**src/zmm_pkg.sv**
```systemverilog
// Shared widths, constants, codes and control structs for the zonal masked mean block.
`default_nettype none

package zmm_pkg;

    localparam int NZONES      = 4;
    localparam int ZONE_W      = $clog2(NZONES);
    localparam int COORD_W     = 12;
    localparam int DIM_W       = 13;
    localparam int VAL_W       = 16;
    localparam int OFFICE_W    = 8;
    localparam int MASK_W      = NZONES;
    localparam int SUM_W       = 27;
    localparam int CNT_W       = 13;
    localparam int FRAC_W      = 8;
    localparam int MEAN_W      = 24;
    // spare top bit takes the carry of the rounding half on a saturated sum
    localparam int DIV_W       = SUM_W + FRAC_W + 1;
    localparam int STEP_W      = $clog2(DIV_W);
    localparam int CFG_IDX_W   = 3;
    localparam int CFG_DATA_W  = 13;
    localparam int IN_TDATA_W  = 56;
    localparam int IN_TUSER_W  = 1;
    localparam int OUT_TDATA_W = NZONES * MEAN_W;

    // input word layout, lowest bit first
    localparam int X_LSB      = 0;
    localparam int Y_LSB      = X_LSB + COORD_W;
    localparam int VAL_LSB    = Y_LSB + COORD_W;
    localparam int MASK_LSB   = VAL_LSB + VAL_W;
    localparam int OWNER_LSB  = MASK_LSB + MASK_W;
    localparam int PRIOR_BIT  = OWNER_LSB + OFFICE_W;

    localparam logic [SUM_W-1:0]         SUM_MAX    = {SUM_W{1'b1}};
    localparam logic [CNT_W-1:0]         CNT_MAX    = {CNT_W{1'b1}};
    localparam logic [DIV_W-1:0]         MEAN_MAX   = DIV_W'(8388352);
    localparam logic signed [MEAN_W-1:0] MEAN_EMPTY = -MEAN_W'(25600);
    localparam logic [DIM_W-1:0]         DIM_RESET  = DIM_W'(4096);

    typedef enum logic [CFG_IDX_W-1:0] {
        CFG_EMIT_ALL     = 3'd0,
        CFG_LOCAL_OFFICE = 3'd1,
        CFG_ORIGIN_X     = 3'd2,
        CFG_ORIGIN_Y     = 3'd3,
        CFG_COLUMNS      = 3'd4,
        CFG_ROWS         = 3'd5
    } cfg_idx_t;

    typedef enum logic [2:0] {
        ST_RUN,
        ST_LOAD,
        ST_STEP,
        ST_STORE,
        ST_WAIT
    } state_t;

    typedef struct packed {
        logic              acc_en;
        logic              clear;
        logic              div_load;
        logic              div_step;
        logic              div_store;
        logic              out_load;
        logic [ZONE_W-1:0] zone;
    } cmd_t;

    typedef struct packed {
        logic skip;
        logic out_free;
    } status_t;

endpackage

`default_nettype wire

```
**src/zonal_masked_mean.sv**
```systemverilog
// Top level of the zonal masked mean block: controller, datapath and checks.
//
// Per-basin mean of a grid value over four elevation zones.
// Slave stream: one word per grid point, one word a cycle while accumulating.
//   tlast marks the final word of a basin; tuser[0] says the word carries a point.
// Config channel: cfg_index selects a register (0 emit_all .. 5 grid_rows),
//   cfg_data is the value; always ready, write only while the block is idle.
// Master stream: one 96-bit word of four 24-bit zone means per basin, zone 0 lowest,
//   unless the ownership skip rule holds on the final word.
// Sequence: after the final word of an unskipped basin the shared restoring divider
//   runs, for each of the four zones in turn, one load, 36 bit steps and one store;
//   then the means move into the output register once it is free, which raises
//   m_tvalid; the slave side is stalled meanwhile.
// The output register lets the next basin stream in while a result waits; if a
//   second basin finishes before the first result is taken, the block holds
//   until m_tready frees the register.
// Reset: accumulators cleared, grid registers to origin 0 and 4096 x 4096,
//   emit_all 0, local_office 0; no result pending.
`default_nettype none

module zonal_masked_mean (
    input  wire logic                                 clk,
    input  wire logic                                 rst_n,
    // x[11:0], y[23:12], point_value[39:24], zone_mask[43:40], basin_owner[51:44],
    // prior_all_missing[52], zero[55:53]
    input  wire logic [zmm_pkg::IN_TDATA_W-1:0]       s_tdata,
    // has_point[0]
    input  wire logic [zmm_pkg::IN_TUSER_W-1:0]       s_tuser,
    input  wire logic                                 s_tlast,
    input  wire logic                                 s_tvalid,
    output logic                                      s_tready,
    // zone0_mean[23:0], zone1_mean[47:24], zone2_mean[71:48], zone3_mean[95:72]
    output logic [zmm_pkg::OUT_TDATA_W-1:0]           m_tdata,
    output logic                                      m_tvalid,
    input  wire logic                                 m_tready,
    input  wire logic                                 cfg_valid,
    output logic                                      cfg_ready,
    input  wire logic [zmm_pkg::CFG_IDX_W-1:0]        cfg_index,
    input  wire logic [zmm_pkg::CFG_DATA_W-1:0]       cfg_data
);
    import zmm_pkg::*;

    cmd_t    cmd;
    status_t status;

    assign cfg_ready = 1'b1;

    zmm_ctrl u_ctrl (
        .clk      (clk),
        .rst_n    (rst_n),
        .s_tvalid (s_tvalid),
        .s_tlast  (s_tlast),
        .s_tready (s_tready),
        .status   (status),
        .cmd      (cmd)
    );

    zmm_datapath u_datapath (
        .clk       (clk),
        .rst_n     (rst_n),
        .cfg_valid (cfg_valid),
        .cfg_index (cfg_index),
        .cfg_data  (cfg_data),
        .s_tdata   (s_tdata),
        .s_tuser   (s_tuser),
        .m_tready  (m_tready),
        .m_tvalid  (m_tvalid),
        .m_tdata   (m_tdata),
        .cmd       (cmd),
        .status    (status)
    );

    // the output register is only overwritten once its word has gone
    a_load_free: assert property (@(posedge clk) disable iff (!rst_n)
        cmd.out_load |-> (!m_tvalid || m_tready))
        else $error("output register overwritten while a word is pending");

    // a rendered basin end stalls the slave side while the divider runs
    a_end_stall: assert property (@(posedge clk) disable iff (!rst_n)
        (s_tvalid && s_tready && s_tlast && !status.skip) |=> !s_tready)
        else $error("slave side accepted during division");

    // a new result appears only from a load of the output register
    a_rise_load: assert property (@(posedge clk) disable iff (!rst_n)
        $rose(m_tvalid) |-> $past(cmd.out_load))
        else $error("result word raised without a load");

    // accumulators are cleared when a result leaves the divider
    a_clear_load: assert property (@(posedge clk) disable iff (!rst_n)
        cmd.out_load |-> cmd.clear)
        else $error("accumulators not cleared at result load");

endmodule

`default_nettype wire

```
**src/zmm_ctrl.sv**
```systemverilog
// Controller: input acceptance, per-zone division sequencing and output hand-off.
`default_nettype none

module zmm_ctrl (
    input  wire logic            clk,
    input  wire logic            rst_n,
    input  wire logic            s_tvalid,
    input  wire logic            s_tlast,
    output logic                 s_tready,
    input  wire zmm_pkg::status_t status,
    output zmm_pkg::cmd_t        cmd
);
    import zmm_pkg::*;

    state_t              state_reg, state_next;
    logic [ZONE_W-1:0]   zone_reg, zone_next;
    logic [STEP_W-1:0]   step_reg, step_next;

    always_ff @(posedge clk or negedge rst_n)
    begin
        if (!rst_n)
        begin
            state_reg <= ST_RUN;
            zone_reg  <= '0;
            step_reg  <= '0;
        end
        else
        begin
            state_reg <= state_next;
            zone_reg  <= zone_next;
            step_reg  <= step_next;
        end
    end

    always_comb
    begin
        state_next    = state_reg;
        zone_next     = zone_reg;
        step_next     = step_reg;
        s_tready      = 1'b0;
        cmd           = '0;
        cmd.zone      = zone_reg;
        unique case (state_reg)
            ST_RUN:
            begin
                s_tready = 1'b1;
                if (s_tvalid)
                begin
                    cmd.acc_en = 1'b1;
                    if (s_tlast)
                    begin
                        if (status.skip)
                            cmd.clear = 1'b1;
                        else
                        begin
                            zone_next  = '0;
                            state_next = ST_LOAD;
                        end
                    end
                end
            end
            ST_LOAD:
            begin
                cmd.div_load = 1'b1;
                step_next    = '0;
                state_next   = ST_STEP;
            end
            ST_STEP:
            begin
                cmd.div_step = 1'b1;
                if (step_reg == STEP_W'(DIV_W - 1))
                    state_next = ST_STORE;
                else
                    step_next = step_reg + 1'b1;
            end
            ST_STORE:
            begin
                cmd.div_store = 1'b1;
                if (zone_reg == ZONE_W'(NZONES - 1))
                    state_next = ST_WAIT;
                else
                begin
                    zone_next  = zone_reg + 1'b1;
                    state_next = ST_LOAD;
                end
            end
            ST_WAIT:
            begin
                // previous word must be gone before the new means go out
                if (status.out_free)
                begin
                    cmd.out_load = 1'b1;
                    cmd.clear    = 1'b1;
                    state_next   = ST_RUN;
                end
            end
            default:
            begin
                state_next = ST_RUN;
            end
        endcase
    end

endmodule

`default_nettype wire

```
**src/zmm_datapath.sv**
```systemverilog
// Datapath: config registers, zone accumulators, shared serial divider, output register.
`default_nettype none

module zmm_datapath (
    input  wire logic                                  clk,
    input  wire logic                                  rst_n,
    input  wire logic                                  cfg_valid,
    input  wire logic [zmm_pkg::CFG_IDX_W-1:0]         cfg_index,
    input  wire logic [zmm_pkg::CFG_DATA_W-1:0]        cfg_data,
    input  wire logic [zmm_pkg::IN_TDATA_W-1:0]        s_tdata,
    input  wire logic [zmm_pkg::IN_TUSER_W-1:0]        s_tuser,
    input  wire logic                                  m_tready,
    output logic                                       m_tvalid,
    output logic [zmm_pkg::OUT_TDATA_W-1:0]            m_tdata,
    input  wire zmm_pkg::cmd_t                         cmd,
    output zmm_pkg::status_t                           status
);
    import zmm_pkg::*;

    logic                emit_all_reg;
    logic [OFFICE_W-1:0] local_office_reg;
    logic [COORD_W-1:0]  origin_x_reg;
    logic [COORD_W-1:0]  origin_y_reg;
    logic [DIM_W-1:0]    columns_reg;
    logic [DIM_W-1:0]    rows_reg;

    logic [SUM_W-1:0]    sum_reg  [NZONES];
    logic [SUM_W-1:0]    sum_next [NZONES];
    logic [CNT_W-1:0]    cnt_reg  [NZONES];
    logic [CNT_W-1:0]    cnt_next [NZONES];

    logic [DIV_W-1:0]    quo_reg;
    logic [CNT_W-1:0]    rem_reg;
    logic [CNT_W-1:0]    divisor_reg;
    logic                empty_reg;
    logic signed [MEAN_W-1:0] mean_reg [NZONES];

    logic                out_valid_reg;
    logic [OUT_TDATA_W-1:0] out_data_reg;

    logic [COORD_W-1:0]  px, py;
    logic [VAL_W-1:0]    pval;
    logic [MASK_W-1:0]   pmask;
    logic [OFFICE_W-1:0] powner;
    logic                pprior;
    logic                phas;
    logic                qual;
    logic [COORD_W-1:0]  off_x, off_y;
    logic [SUM_W:0]      sum_wide [NZONES];
    logic [CNT_W:0]      trial;
    logic                trial_ge;
    logic [DIV_W-1:0]    dividend;

    assign px     = s_tdata[X_LSB +: COORD_W];
    assign py     = s_tdata[Y_LSB +: COORD_W];
    assign pval   = s_tdata[VAL_LSB +: VAL_W];
    assign pmask  = s_tdata[MASK_LSB +: MASK_W];
    assign powner = s_tdata[OWNER_LSB +: OFFICE_W];
    assign pprior = s_tdata[PRIOR_BIT];
    assign phas   = s_tuser[0];

    assign off_x = px - origin_x_reg;
    assign off_y = py - origin_y_reg;
    assign qual  = phas && !pval[VAL_W-1]
                 && (px >= origin_x_reg) && (py >= origin_y_reg)
                 && ({1'b0, off_x} < columns_reg) && ({1'b0, off_y} < rows_reg);

    assign status.skip     = !emit_all_reg && (powner != local_office_reg) && pprior;
    assign status.out_free = !out_valid_reg || m_tready;

    always_ff @(posedge clk or negedge rst_n)
    begin
        if (!rst_n)
        begin
            emit_all_reg     <= 1'b0;
            local_office_reg <= '0;
            origin_x_reg     <= '0;
            origin_y_reg     <= '0;
            columns_reg      <= DIM_RESET;
            rows_reg         <= DIM_RESET;
        end
        else if (cfg_valid)
        begin
            unique case (cfg_index)
                CFG_EMIT_ALL:     emit_all_reg     <= cfg_data[0];
                CFG_LOCAL_OFFICE: local_office_reg <= cfg_data[OFFICE_W-1:0];
                CFG_ORIGIN_X:     origin_x_reg     <= cfg_data[COORD_W-1:0];
                CFG_ORIGIN_Y:     origin_y_reg     <= cfg_data[COORD_W-1:0];
                CFG_COLUMNS:      columns_reg      <= cfg_data[DIM_W-1:0];
                CFG_ROWS:         rows_reg         <= cfg_data[DIM_W-1:0];
                default:          ;
            endcase
        end
    end

    // one saturating adder and counter per zone
    always_comb
    begin
        for (int k = 0; k < NZONES; k++)
        begin
            sum_wide[k] = {1'b0, sum_reg[k]} + (SUM_W + 1)'(pval[VAL_W-2:0]);
            sum_next[k] = sum_reg[k];
            cnt_next[k] = cnt_reg[k];
            if (cmd.clear)
            begin
                sum_next[k] = '0;
                cnt_next[k] = '0;
            end
            else if (cmd.acc_en && qual && pmask[k])
            begin
                sum_next[k] = (sum_wide[k] > {1'b0, SUM_MAX}) ? SUM_MAX
                                                                : sum_wide[k][SUM_W-1:0];
                if (cnt_reg[k] != CNT_MAX)
                    cnt_next[k] = cnt_reg[k] + 1'b1;
            end
        end
    end

    always_ff @(posedge clk or negedge rst_n)
    begin
        if (!rst_n)
        begin
            for (int k = 0; k < NZONES; k++)
            begin
                sum_reg[k] <= '0;
                cnt_reg[k] <= '0;
            end
        end
        else
        begin
            for (int k = 0; k < NZONES; k++)
            begin
                sum_reg[k] <= sum_next[k];
                cnt_reg[k] <= cnt_next[k];
            end
        end
    end

    // restoring divider, one quotient bit a cycle; dividend carries the rounding half
    assign dividend = {1'b0, sum_reg[cmd.zone], {FRAC_W{1'b0}}}
                    + DIV_W'(cnt_reg[cmd.zone] >> 1);
    assign trial    = {rem_reg, quo_reg[DIV_W-1]};
    assign trial_ge = trial >= {1'b0, divisor_reg};

    always_ff @(posedge clk)
    begin
        if (cmd.div_load)
        begin
            quo_reg     <= dividend;
            rem_reg     <= '0;
            divisor_reg <= cnt_reg[cmd.zone];
            empty_reg   <= (cnt_reg[cmd.zone] == '0);
        end
        else if (cmd.div_step)
        begin
            quo_reg <= {quo_reg[DIV_W-2:0], trial_ge};
            rem_reg <= trial_ge ? CNT_W'(trial - {1'b0, divisor_reg}) : trial[CNT_W-1:0];
        end
        if (cmd.div_store)
        begin
            if (empty_reg)
                mean_reg[cmd.zone] <= MEAN_EMPTY;
            else if (quo_reg > MEAN_MAX)
                mean_reg[cmd.zone] <= MEAN_MAX[MEAN_W-1:0];
            else
                mean_reg[cmd.zone] <= quo_reg[MEAN_W-1:0];
        end
        if (cmd.out_load)
        begin
            for (int k = 0; k < NZONES; k++)
                out_data_reg[k*MEAN_W +: MEAN_W] <= mean_reg[k];
        end
    end

    always_ff @(posedge clk or negedge rst_n)
    begin
        if (!rst_n)
            out_valid_reg <= 1'b0;
        else if (cmd.out_load)
            out_valid_reg <= 1'b1;
        else if (m_tready)
            out_valid_reg <= 1'b0;
    end

    assign m_tvalid = out_valid_reg;
    assign m_tdata  = out_data_reg;

endmodule

`default_nettype wire
```
**config.mk**
```make
export PLATFORM = sky130hd
export DESIGN_NAME = zonal_masked_mean
export DESIGN_NICKNAME = d
export VERILOG_FILES = /design/src/zmm_pkg.sv /design/src/zonal_masked_mean.sv /design/src/zmm_ctrl.sv /design/src/zmm_datapath.sv
export SDC_FILE = /design/constraint.sdc
export NUM_CORES = 1
export LEC_CHECK = 0
export BUFFER_PORTS_ARGS = -buffer_cell sky130_fd_sc_hd__buf_2
export CORE_MARGIN = 5
export CORE_UTILIZATION = 40
export CTS_BUF_LIST = sky130_fd_sc_hd__clkbuf_8
export CTS_CLUSTER_DIAMETER = 80
export CTS_CLUSTER_SIZE = 10
export DETAILED_ROUTE_END_ITERATION = 8
export PLACE_DENSITY = 0.59
export SYNTH_ARGS = -nofsm -noshare
export SYNTH_HDL_FRONTEND = slang
export SYNTH_HIERARCHICAL = 1
export SYNTH_SLANG_ARGS = --single-unit
```
**constraint.sdc**
```tcl
create_clock -name clk -period 5.1 [get_ports clk]
set_clock_uncertainty 0.2 [all_clocks]
set_input_delay 0.765 -clock clk [delete_from_list [all_inputs] [get_ports clk]]
set_output_delay 0.765 -clock clk [all_outputs]
set_load 0.005 [all_outputs]
```
==> impl_metrics.json <==
{
  "grt_pass1_vias": 18600,
  "synth_edf_count": 242,
  "cts_tree": "built",
  "antenna_found_initial": 0,
  "end_kind": "flop",
  "core_sq_um": 64100,
  "initial_core_util_pct": 40.1,
  "synth_area_sq_um": 25700,
  "drcViolationCount": 0,
  "cts_buffers": 55,
  "ys_seq_area_share_pct": 51.7,
  "synthFlopType": "edfxtp_1",
  "routed_wl_mm": 63.8,
  "syn-num-nets": 2516,
  "clockBufferDepth": 3,
  "viasPerCell": 5.50,
  "avgSynthCellArea_sq_um": 11.2,
  "power_density_nw_per_um2": 415,
  "wl_per_cell_microns": 18.8,
  "synth.area.top_cells": "edfxtp_1, dfrtp_1, ha_1",
  "ys_async_sr_fraction_pct": 47.5,
  "vias": 18700,
  "status": "finished with violations",
  "largest_register_ffs": 108,
  "min_period_over_period_pct": 94.6,
  "num_antenna_cells": 0,
  "required_ns": 5.49,
  "crit_arrival_ns": 5.21,
  "fin_util_pct": 45.1,
  "hpwl_mm": 46.1,
  "worst_pin_slew_ns": 1.05,
  "yosysWarnings": 6,
  "htreeDepth": 2,
  "overflow": 0,
  "finalHoldViolCount": 4,
  "cts_root_buffer": "clkbuf_8",
  "synth-seq-cells": 486,
  "timing.final.crit_period_ns": 4.83,
  "ioPinCount": 178,
  "worstSkewPairLatency_ns": 0.68,
  "io_buffers": 173,
  "timing.hold.ws_ns": -0.0182,
  "die_x_microns": 264,
  "max_cap_viol_count": 0,
  "dieArea_sq_um": 69500,
  "hp-class": "in -> async",
  "num_rows": 93,
  "synth_top_cell_by_area": "edfxtp_1",
  "violations": "hold timing",
  "fmax_ghz": 0.207,
  "syn_inst": 2300,
  "drt_pass1_iterations": 7,
  "critPathKind": "reg -> reg",
  "clock_sinks": 486,
  "synth_top_area_share_pct": 28.2,
  "first_iter_violations": 1438,
  "antenna_left": 0,
  "n_fill_cell": 5921,
  "yosysUniqueCellTypes": 93,
  "postCtsHoldBufs": 0,
  "p_leak_nw": 12.1,
  "grt_use_total_pct": 17.9,
  "placed_area_sq_um": 27900,
  "die_h_microns": 264,
  "yosys-top-cells-count": "edfxtp_1, dfrtp_1, nor2_1",
  "crit_path_start_kind": "flop",
  "final_area_sq_um": 28900,
  "grt_pass1_wl_mm": 102,
  "gp_congestion": 0.900,
  "final_net_count": 2723,
  "yosysMostFrequentCell": "edfxtp_1",
  "final_layout_size_suffix_gt1_share_pct": 17.5,
  "vdd_ir_drop_max_uv": 188,
  "drv_slew": 0,
  "p_total_w": 0.0120,
  "crit_fanout": 8,
  "grt_max_degree": 124,
  "area_delta_synth_final_pct": 12.4,
  "slew_headroom_pct": 30.0,
  "clk_pin_slew_ns": 0.08,
  "setup_violations": 0
}
-- layout by cell type (no fill, tap or decap), types with 71 or more instances in the layout --
cell type    n
dfrtp_1    227
a21oi_1    132
ha_1       129
xor2_1      71
o21ai_0    125
nand2_1    129
edfxtp_1   242
nor2_1     184
buf_2      172
inv_1      162
xnor2_1     76
-- area by class of cell --
type	count	area [sq um]	share of cell area [%]
flip-flops and latches	486	13300	46.0
multi-input cells	1593	11600	40.1
repair buffers	241	1460	5.05
well taps	855	1070	3.70
clock buffers	56	771	2.66
inverters	130	488	1.69
clock inverters	41	218	0.752
-- metrics by stage --
stage	TNS [ns]	setup WS, ns	instances
floorplan	0	0.0417	2300
global placement	-30.09	-0.412	3303
detailed placement	-32.02	-0.442	3303
CTS	0	0.145	3400
global route	-0.0127	-0.0127	3402
finish	0	0.275	3402
-- layer usage --
layer / vias to the layer above / routed length, microns / track usage (%)
li1: 8936 / - / -
met1: 9140 / 29200 / 25.5
met2: 536 / 29500 / 28.7
met3: 94 / 3870 / 2.93
met4: 0 / 1270 / 4.29
met5: - / 0 / 0
-- path summary, 6_finish.rpt --
path	startpoint	end	slack (ns)	depth (start not counted)
max	u_datapath/origin_x_reg[0]	u_datapath/cnt_reg[36]	0.27	21
min	rst_n	u_datapath/sum_reg[33]	-0.02	1
max reg2reg	u_datapath/origin_x_reg[0]	u_datapath/cnt_reg[36]	0.27	21
min reg2reg	u_datapath/mean_reg[2][10]	u_datapath/m_tdata[58]	0.19	0
max in group asynchronous	rst_n	u_datapath/rows_reg[12]	3.55	2
min in group clk	cfg_data[11]	u_datapath/columns_reg[11]	0.18	3
-- what timing repair did --
| item | in CTS | in global routing |
|---|---|---|
| endpoints found under the setup margin | 0 | 56 |
| gates resized for setup | 0 | 12 |
| buffers inserted | 0 | 2 |
-- cells by family after synthesis --
| kind of cell | share of synthesized area (%) |
|---|---|
| AOI/OAI and AO/OA | 13.1 |
| buffers and inverters | 3.46 |
| DFF | 51.7 |
| adders and majority gates | 6.89 |
| xor gates and xnor gates | 5.00 |
| and+or+nand+nor | 13.6 |
| muxes | 6.23 |
| other | 0.0146 |
-- worst max-delay path, stage by stage, from the launching register on --
cell and delay, ns:
dfrtp_1 0.35, ha_1 0.16, inv_1 0.06, fa_2 0.35
nand3_2 0.08, nand2_1 0.07, a21o_1 0.18, a21o_1 0.18
a21o_1 0.17, a21o_1 0.18, a2111oi_0 0.35, nand3b_1 0.15
ha_1 0.24, a21o_1 0.18, a21oi_2 0.16, o221ai_2 0.15
or2_4 0.29, nor4_4 0.33, buf_12 0.17, o21ai_1 0.08
or4_4 0.55, a21oi_2 0.16
-- report_power, final --
part           switching (W)  internal (W)  leakage, nW
logic                0.00230       0.00182         6.05
registers           0.000555       0.00482         5.44
clock network        0.00143       0.00108        0.630
total                0.00428       0.00772         12.1
Power figures use the tool's default switching activity.
